`config.mk`:
```
export PLATFORM = sky130hd
export DESIGN_NAME = context_window_generator
export DESIGN_NICKNAME = d
export VERILOG_FILES = /design/src/rtl/core/cwg_pkg.sv /design/src/rtl/core/context_window_generator.sv /design/src/rtl/core/cwg_hist.sv
export SDC_FILE = /design/constraint.sdc
export NUM_CORES = 1
export LEC_CHECK = 0
export BUFFER_PORTS_ARGS = -buffer_cell sky130_fd_sc_hd__buf_2
export CORE_MARGIN = 4
export CORE_UTILIZATION = 55
export CTS_CLUSTER_DIAMETER = 50
export DETAILED_ROUTE_END_ITERATION = 16
export GPL_TIMING_DRIVEN = 0
export PLACE_DENSITY = 0.82
export SLEW_MARGIN = 20
export SYNTH_ARGS = -nofsm -noshare
export SYNTH_HDL_FRONTEND = slang
export SYNTH_SLANG_ARGS = --single-unit
```
`constraint.sdc`:
```
create_clock -name clk -period 13 [get_ports clk]
set_input_delay 3.25 -clock clk [delete_from_list [all_inputs] [get_ports clk]]
set_output_delay 3.25 -clock clk [all_outputs]
set_load 0.1 [all_outputs]
```
`src/rtl/core/cwg_pkg.sv`:
```
// ----------------------------------------------------------------------------
// cwg_pkg: shared constants for the context window generator
// Default sizes, the fixed width of the column field and the reset window.
// ----------------------------------------------------------------------------
package cwg_pkg;

	localparam int MAX_WINDOW_DEF = 4;
	localparam int ID_BITS_DEF    = 24;
	localparam int COL_BITS       = 4;
	localparam int WIN_BITS       = 3;

	localparam logic [WIN_BITS-1:0] WINDOW_RESET = 3'd2;

endpackage

```
`src/rtl/core/context_window_generator.sv`:
```
// ----------------------------------------------------------------------------
// context_window_generator: context rows over regions of token ids
// Turns a token stream into rows of 2W+1 context cells, one cell per item.
// ----------------------------------------------------------------------------
// Usage:
//   in channel  : token_id, region_end; region_end marks the last token of
//                 a region. One token is taken at a time.
//   out channel : one cell per item: cell_id (-1 outside the region), column,
//                 row_last on the last cell of a row, run_last on the last
//                 cell caused by the token.
//   cfg channel : window size, always ready; above MAX_WINDOW it saturates.
//   A token that completes a row is emitted cell by cell: a single cell
//   sequencer walks the columns and reads the history line once per cell.
//   A region end flushes up to W+1 rows. A token that completes no row
//   emits nothing and leaves the block ready. The first cell passes through
//   the state register and the output register before it turns valid.
//   Reset clears the region count and sets the window to 2; history needs
//   no clearing. When the receiver stalls, the cell waiting in the output
//   register holds and the sequencer holds with it.
// ----------------------------------------------------------------------------
module context_window_generator #(
	parameter int MAX_WINDOW = cwg_pkg::MAX_WINDOW_DEF,
	parameter int ID_BITS    = cwg_pkg::ID_BITS_DEF
) (
	input  logic                            clk,
	input  logic                            arst_n,
	input  logic                            cfg_valid,
	output logic                            cfg_ready,
	input  logic [cwg_pkg::WIN_BITS-1:0]    cfg_data,
	input  logic                            in_valid,
	output logic                            in_ready,
	input  logic [ID_BITS-1:0]              token_id,
	input  logic                            region_end,
	output logic                            out_valid,
	input  logic                            out_ready,
	output logic signed [ID_BITS:0]         cell_id,
	output logic [cwg_pkg::COL_BITS-1:0]    column,
	output logic                            row_last,
	output logic                            run_last
);
	import cwg_pkg::*;

	localparam int DEPTH = 2 * MAX_WINDOW + 1;
	localparam int IW    = $clog2(DEPTH);
	localparam int PW    = $clog2(DEPTH + 1);

	localparam logic ST_IDLE = 1'b0;
	localparam logic ST_EMIT = 1'b1;

	logic                state_q;
	logic [WIN_BITS-1:0] window_q;
	logic [PW-1:0]       pos_q;
	logic [PW-1:0]       w_q;
	logic [PW-1:0]       back_q;
	logic [PW-1:0]       col_q;
	logic                end_q;

	logic                out_valid_q;
	logic [ID_BITS:0]    cell_q;
	logic [COL_BITS-1:0] column_q;
	logic                row_last_q;
	logic                run_last_q;

	logic                in_acc;
	logic                emit;
	logic [PW-1:0]       w_eff;
	logic [PW-1:0]       pos_inc;
	logic [PW-1:0]       pos_dec;
	logic [PW-1:0]       sum;
	logic [PW-1:0]       off;
	logic                cell_ok;
	logic                is_row_last;
	logic                is_run_last;
	logic [ID_BITS-1:0]  rd_data;

	assign cfg_ready = 1'b1;
	assign in_ready  = (state_q == ST_IDLE);
	assign in_acc    = in_valid && in_ready;
	assign emit      = (state_q == ST_EMIT) && (!out_valid_q || out_ready);

	assign w_eff   = (window_q > WIN_BITS'(MAX_WINDOW)) ? PW'(MAX_WINDOW) : PW'(window_q);
	assign pos_inc = (pos_q < PW'(DEPTH)) ? pos_q + PW'(1) : pos_q;
	assign pos_dec = pos_inc - PW'(1);

	assign sum         = back_q + w_q;
	assign off         = sum - col_q;
	assign cell_ok     = (sum >= col_q) && (off < pos_q);
	assign is_row_last = (col_q == PW'(2 * w_q));
	assign is_run_last = is_row_last && (!end_q || back_q == '0);

	cwg_hist #(
		.DEPTH   (DEPTH),
		.ID_BITS (ID_BITS)
	) u_hist (
		.clk      (clk),
		.shift_en (in_acc),
		.din      (token_id),
		.rd_idx   (off[IW-1:0]),
		.rd_data  (rd_data)
	);

	always_ff @(posedge clk or negedge arst_n) begin
		if (!arst_n) begin
			window_q <= WINDOW_RESET;
		end else if (cfg_valid && cfg_ready) begin
			window_q <= cfg_data;
		end
	end

	always_ff @(posedge clk or negedge arst_n) begin
		if (!arst_n) begin
			state_q <= ST_IDLE;
			pos_q   <= '0;
			w_q     <= '0;
			back_q  <= '0;
			col_q   <= '0;
			end_q   <= 1'b0;
		end else begin
			unique case (state_q)
				ST_IDLE: begin
					if (in_acc) begin
						pos_q <= pos_inc;
						w_q   <= w_eff;
						col_q <= '0;
						end_q <= region_end;
						if (region_end) begin
							back_q  <= (pos_dec < w_eff) ? pos_dec : w_eff;
							state_q <= ST_EMIT;
						end else if (pos_inc > w_eff) begin
							back_q  <= w_eff;
							state_q <= ST_EMIT;
						end
					end
				end
				ST_EMIT: begin
					if (emit) begin
						if (is_run_last) begin
							state_q <= ST_IDLE;
							if (end_q) begin
								pos_q <= '0;
							end
						end else if (is_row_last) begin
							back_q <= back_q - PW'(1);
							col_q  <= '0;
						end else begin
							col_q <= col_q + PW'(1);
						end
					end
				end
				default: state_q <= ST_IDLE;
			endcase
		end
	end

	always_ff @(posedge clk or negedge arst_n) begin
		if (!arst_n) begin
			out_valid_q <= 1'b0;
		end else if (emit) begin
			out_valid_q <= 1'b1;
		end else if (out_ready) begin
			out_valid_q <= 1'b0;
		end
	end

	// hold the cell while the receiver stalls
	always_ff @(posedge clk) begin
		if (emit) begin
			cell_q     <= cell_ok ? {1'b0, rd_data} : '1;
			column_q   <= COL_BITS'(col_q);
			row_last_q <= is_row_last;
			run_last_q <= is_run_last;
		end
	end

	assign out_valid = out_valid_q;
	assign cell_id   = $signed(cell_q);
	assign column    = column_q;
	assign row_last  = row_last_q;
	assign run_last  = run_last_q;

endmodule

```
`src/rtl/core/cwg_hist.sv`:
```
// ----------------------------------------------------------------------------
// cwg_hist: token history shift line
// Holds the newest DEPTH token ids, newest at entry 0, with one read port.
// ----------------------------------------------------------------------------
module cwg_hist #(
	parameter int DEPTH   = 2 * cwg_pkg::MAX_WINDOW_DEF + 1,
	parameter int ID_BITS = cwg_pkg::ID_BITS_DEF
) (
	input  logic                       clk,
	input  logic                       shift_en,
	input  logic [ID_BITS-1:0]         din,
	input  logic [$clog2(DEPTH)-1:0]   rd_idx,
	output logic [ID_BITS-1:0]         rd_data
);
	import cwg_pkg::*;

	logic [ID_BITS-1:0] hist_q [DEPTH];

	// advance on every accepted item
	always_ff @(posedge clk) begin
		if (shift_en) begin
			hist_q[0] <= din;
			for (int i = 1; i < DEPTH; i++) begin
				hist_q[i] <= hist_q[i-1];
			end
		end
	end

	assign rd_data = hist_q[rd_idx];

endmodule

```
# --- Word level (Yosys, flattened, before mapping) ---
# Memories as Yosys holds them, arrays and structs flattened.
# Cells that the tools add are included.
totals:
  reg_bits: 53
  ramBits: 216
  input_bits: 33
  output_inout_bits: 34
  elab_cells: 80
  memories: 1
memory_table:
  columns: ["name", "depth", "word_bits", "rd", "rd_ports_with_merged_regs", "write_ports", "line", "text"]
  rows:
  - ["u_hist.hist_q", 9, 24, 9, 0, 9, "cwg_hist.sv:17", "logic [ID_BITS-1:0] hist_q [DEPTH];"]
op_classes:
  n_addsub: 6
  n_lt_le_gt_ge: 6
  n_eq_ne: 8
  muxes: 31
  bitwise: 1
  n_reduce_logical: 14
ops:
  columns: ["cell", "count"]
  rows:
  - ["$mux W4", 16]
  - ["$mux W25", 1]
  - ["$pmux W4 S2", 3]
  - ["$ne A2 B1 Y1 const B", 5]
  - ["$mux W1", 9]
  - ["$add A4 B1 Y4 const B", 2]
  - ["$sub A4 B1 Y4 const B", 2]
  - ["$reduce_and A5 Y1", 1]
  - ["$add A4 B4 Y4", 1]
  - ["$eq A4 B4 Y1", 1]
  - ["$ge A4 B4 Y1", 1]
  - ["$gt A4 B3 Y1", 1]
  - ["$logic_and A1 B1 Y1", 4]
  - ["$logic_not A4 Y1", 1]
  - ["$lt A4 B3 Y1", 1]
  - ["$lt A4 B4 Y1", 1]
  - ["$lt A4 B4 Y1 const B", 1]
  - ["$reduce_and A4 Y1", 1]
  - ["$sub A4 B4 Y4", 1]
  - ["$gt A3 B3 Y1 const B", 1]
  - ["$mux W3", 1]
  - ["$ne A3 B1 Y1 const B", 1]
  - ["$reduce_and A3 Y1", 1]
  - ["$logic_not A1 Y1", 2]
  - ["other kinds (6)", 7]

# --- Longest topological paths before layout ---
logic_depth:
  depth_word: 8
  mapped_depth: 14
  ltp_nobuf: 13

# --- By module ---
# Synthesis repeated with hierarchy kept, for this count alone.
hier_totals:
  cells_unflattened: 711
  area_unflattened_um2: 11364.6
by_module_without_submodules:
  columns: ["module", "n_inst", "cells_per_inst", "area_per_inst_um2"]
  rows:
  - ["cwg_hist", 1, 438, 8401.8]
  - ["context_window_generator", 1, 273, 2962.8]

# --- Least setup slack after synthesis ---
# OpenSTA, ideal clock, no wires.
synth_timing:
  path_type: "input to register"
  from: "input in_valid"
  to: "register back_q[1]"
  setup_ns: 0.124
  arrival_ns: 9.337
  slack_ns: 3.539
  stages: 5
  path_buffers: 0
  cell_sequence: "nand2_1 -> inv_1 -> o21ai_0 -> and2_1 -> o31a_1"
synth_between:
  elab_chain_len: 3
synth_lines:
  columns: ["item", "line", "text"]
  rows:
  - ["start, declared", "context_window_generator.sv:30", "input logic in_valid,"]
  - ["$logic_and A1 B1 Y1", "context_window_generator.sv:78", "assign in_acc = in_valid && in_ready;"]
  - ["via in_acc", "context_window_generator.sv:64", "logic in_acc;"]
  - ["$ne A2 B1 Y1 (no source line)", null, null]
  - ["$reduce_and A5 Y1 (no source line)", null, null]
  - ["end signal, assigned", "context_window_generator.sv:127", "back_q <= (pos_dec < w_eff) ? pos_dec : w_eff;"]
  - ["end signal, assigned", "context_window_generator.sv:130", "back_q <= w_eff;"]
  - ["end signal, assigned", "context_window_generator.sv:143", "back_q <= back_q - PW'(1);"]
  - ["end, declared", "context_window_generator.sv:54", "logic [PW-1:0] back_q;"]
# The timed path passes the listed nets, and every way through them passes these cells.
# A chain may end at the register's enable or synchronous reset.

# --- Worst setup path in the final report ---
layout_timing:
  from: "register back_q[0]"
  to: "register cell_q[15] (netlist: cell_id[15]) (data pin)"
layout_between:
  elab_chain_len: 4
  elab_cells_between_ends: 6
  cone_classes: "add/sub (2); order compare (2); reduce/logical (1); memory (1)"
layout_lines:
  columns: ["item", "line", "text"]
  rows:
  - ["$add A4 B4 Y4 (*)", "context_window_generator.sv:85", "assign sum = back_q + w_q;"]
  - ["$sub A4 B4 Y4", "context_window_generator.sv:86", "assign off = sum - col_q;"]
  - ["$lt A4 B4 Y1", "context_window_generator.sv:87", "assign cell_ok = (sum >= col_q) && (off < pos_q);"]
  - ["$logic_and A1 B1 Y1", "context_window_generator.sv:87", null]
  - ["end signal, assigned", "context_window_generator.sv:168", "cell_q <= cell_ok ? {1'b0, rd_data} : '1;"]
  - ["end, declared", "context_window_generator.sv:59", "logic [ID_BITS:0] cell_q;"]
# Every way passes the cells marked *; elsewhere a longest branch is shown, timed or not.

==> reports/results.md <==
- 0 — antenna viol nets, final
- fa_1 — cell with the largest stage delay on the worst path
- 0 — count of instances resized after the clock tree is built
- ha_1 -> fa_1 -> inv_1 -> fa_1 -> buf_1 -> clkbuf_1 -> inv_1 -> ha_1 -> a21boi_0 -> o21ai_0 -> nand2b_1 -> a211oi_1 -> buf_1 -> o21ai_0 — cell-by-cell listing of the critical path
- 0.842 — placer congestion estimate
- 0 — antenna violations before repair
- 1363 — Fill cells
- adder cells — Top delay family on crit path
- 0 — YS warnings
- 14.9% — area growth from synthesis to layout
- 0 — count of cells along the worst hold path
- 268 — Sink Count
- 6.31% — compound-cell area share of the yosys netlist
- 0 — endpoints failing hold
- 0 — hold buffer count at CTS
- 40.5% — share of the clock period used by the worst path after layout
- 0.53 ns — clock latency at the later pin of the worst-skew pair
- 0 — Finish-stage setup viols
- 0.442 ns — post-route worst hold slack
- 17.5 sq um — Post-Synthesis Mean Instance Area
- 51 — placement row count
- 5.49 ns — data arrival time of the critical path
- flop — capturing element type of the critical path
- 32500 microns — wire length of the first global-routing pass
- 29 — CTS Buf Count
- 0 — final max-slew violation count
- 773 — net count of the finished layout
- 149 microns — Die Ht
- reg2reg — path type of the worst setup path
- complete, no violations — run status
- 22200 sq um — DIE AREA
- 14 — Critical Path Stages
- reg2reg — worst hold path class
- 0.06 ns — CTS clock-pin slew for the worst setup and hold paths
- 65 — IO buf count
- 5.27 ns — final period demand of the worst path
- 0.0149 ns — Worst Clk Skew
- 3 — CTS max path bufs
- 19500 sq um — core region area
- 20.1 microns — routed wirelength normalized by instance count
- 18.5% — total routing usage reported by global routing
- multiplexers — largest family of logic cells by synthesized area
- 58 — synth unique cells
- 0.63 ns — Max stage delay on crit path
- cell_id[15] — reg2reg end
- 14 — worst-case reg-to-reg path depth
- 190 MHz — fmax
- 118 — pin count of the biggest net entering global routing
- 0 ns — final total negative setup slack
- 676 — synthesized netlist net count
- false — unrepaired setup endpoints after global routing
- flop — startpoint types
- edfxtp_1 — most used flip-flop cell after synthesis
- 0.802% — xor and xnor area share after synthesis
- 13.22 ns — Critical Path RT
- 13700 microns — DP HPWL
- 10.2% — post-synthesis mux area share
- 5 — first drt pass iteration count
- 2.31% — Adder-Cell Fraction of Synth Area
- 0 — Antenna Cells
- 67 — # IOs
- 149 microns — Die X
- 247 — number of synthesized flops with an enable pin
- u_hist.hist_q[1][4] — hold path startpoint
- 0 — post-detailed-route DRC marker count
- 567 — 1st-iter DRT viols
- 0 — number of violations of the max-capacitance limit
- 0 — number of buffers inserted to repair setup after CTS
- cell_id[15] — worst setup path end
- 5.84 — vias per std cell
- back_q[0] — worst setup path startpoint
- 55.9% — effective utilization at floorplan
- 5.87% — share of synthesized cell area in and, or, nand and nor gates
- 268 — post-synthesis register bit count
- 10 — Critical Path Fanout Max
- 72.7% — share of synthesized area occupied by flip-flops and latches
- 20300 microns — detailed-route wire length
- 7.84% — fraction of registers with async set/reset
- yes — clock tree from TritonCTS
- 0.725 ns — Least-Margin Pin Slew
- 7.73 ns — internal reg-to-reg setup slack
- back_q[0] — reg-to-reg startpoint
- 5889 — Via Count
- 5 — CP Buf/Inv Count
- 23.7% — ratio of cells with drive above 1 in the final layout
- 1 — CTS HTree Levels
- 51.6% — headroom to the max-slew limit
- 0 — overflow left after global routing
- 5920 — vias in the first global route
- 624 — gate count after technology mapping
- 10900 sq um — synthesized area
- clkbuf_16 — Clock Root Buffer
==> worst min path at each step <==
stage / end
after floorplan: u_hist.hist_q[2][0]
after global placement: u_hist.hist_q[3][12]
after detailed placement: u_hist.hist_q[2][10]
after CTS: u_hist.hist_q[6][0]
after global routing: u_hist.hist_q[2][10]
final: u_hist.hist_q[2][4]
==> per-stage QoR <==
step / worst slack, ns / util, % / cells / area, sq um
floorplan: 3.54 / - / 624 / 10900
global route: 7.27 / 64.3 / 1008 / 12500
finish: 7.73 / 64.3 / 1008 / 12500
global placement: 1.82 / 59.3 / 954 / 11600
CTS: 7.63 / 64.3 / 1008 / 12500
detailed placement: 7.73 / 59.5 / 955 / 11600
==> flip-flops by register name, summed over array words and instances, names as in the netlist <==
name,cells
col_q,4
run_last,1
back_q,4
w_q,3
u_hist.hist_q,216
out_valid,1
state_q,1
end_q,1
row_last,1
column,4
window_q,3
pos_q,4
cell_id,25
==> cells in the final DEF (no fill, tap or decap), types with 5 or more instances in the layout <==
| cell | netlist | final |
|---|---|---|
| nor2_1 | 33 | 33 |
| nor3_1 | 5 | 5 |
| nand3_1 | 6 | 6 |
| clkinv_1 | 1 | 8 |
| dfrtp_1 | 20 | 20 |
| nand2_1 | 21 | 21 |
| ha_1 | 17 | 17 |
| o21ai_0 | 40 | 40 |
| edfxtp_1 | 247 | 247 |
| inv_1 | 17 | 15 |
| a21oi_1 | 10 | 10 |
| nor2b_1 | 26 | 26 |
| a211oi_1 | 27 | 27 |
| clkbuf_1 | 16 | 21 |
| buf_2 | 5 | 70 |
| mux4_2 | 48 | 48 |
| o31ai_1 | 5 | 5 |
| nand2b_1 | 7 | 7 |
| clkbuf_16 | 0 | 29 |
| xnor2_1 | 6 | 6 |
==> worst register-to-register path: stages, from the launching register on <==
cell	delay, ns
dfrtp_1	0.43
ha_1	0.23
fa_1	0.53
inv_1	0.07
fa_1	0.63
buf_1	0.57
clkbuf_1	0.53
inv_1	0.10
ha_1	0.29
a21boi_0	0.12
o21ai_0	0.17
nand2b_1	0.09
a211oi_1	0.62
buf_1	0.36
o21ai_0	0.24
==> Yosys cell counts, types with 3 or more instances <==
| library cell | n | area (sq um) |
|---|---|---|
| a211oi_1 | 27 | 203 |
| a21oi_1 | 10 | 50.1 |
| a31oi_1 | 3 | 18.8 |
| and2_1 | 4 | 25.0 |
| and3_1 | 4 | 25.0 |
| buf_1 | 3 | 11.3 |
| buf_2 | 5 | 25.0 |
| clkbuf_1 | 16 | 60.1 |
| dfrtp_1 | 20 | 500 |
| edfxtp_1 | 247 | 7420 |
| ha_1 | 17 | 213 |
| inv_1 | 17 | 63.8 |
| mux4_2 | 48 | 1080 |
| nand2_1 | 21 | 78.8 |
| nand2b_1 | 7 | 43.8 |
| nand3_1 | 6 | 30.0 |
| nand3b_1 | 3 | 22.5 |
| nor2_1 | 33 | 124 |
| nor2b_1 | 26 | 163 |
| nor3_1 | 5 | 25.0 |
| o211ai_1 | 3 | 22.5 |
| o21ai_0 | 40 | 200 |
| o31ai_1 | 5 | 37.5 |
| xnor2_1 | 6 | 52.6 |
| xor2_1 | 4 | 35.0 |
==> area by class of cell <==
class	count	area, sq um	area share [%]
sequential	268	7940	63.3
tap	265	332	2.64
buffer	26	115	0.917
multi-input combinational	310	2790	22.2
clock inverter	19	190	1.52
clock buffer	34	744	5.93
inverter	20	82.6	0.658
timing repair buffer	66	353	2.81
==> per-layer routing <==
| metal | GRT usage [%] | vias to the layer above | part of all wire [%] | routed length (microns) |
|---|---|---|---|---|
| li1 | - | 2677 | - | - |
| met1 | 26.7 | 2933 | 43 | 8760 |
| met2 | 29.7 | 247 | 48 | 9710 |
| met3 | 3.19 | 32 | 6.6 | 1340 |
| met4 | 5.26 | 0 | 2.2 | 450 |
| met5 | 0 | - | 0 | 0 |
==> logic make-up (layout without fill, tap and decap cells) <==
kind of cell,after synthesis,after routing
flip-flops,268,268
AND/OR/NAND/NOR,122,122
AO/OA/AOI/OAI,107,107
multiplexers,51,51
buffers and inverters,46,165
adder cells (fa/ha/maj),19,19
XOR/XNOR,10,10
other,1,1
Power is not shown: default switching activity piles up to over one toggle a cycle in this logic, so the estimate is an artifact.
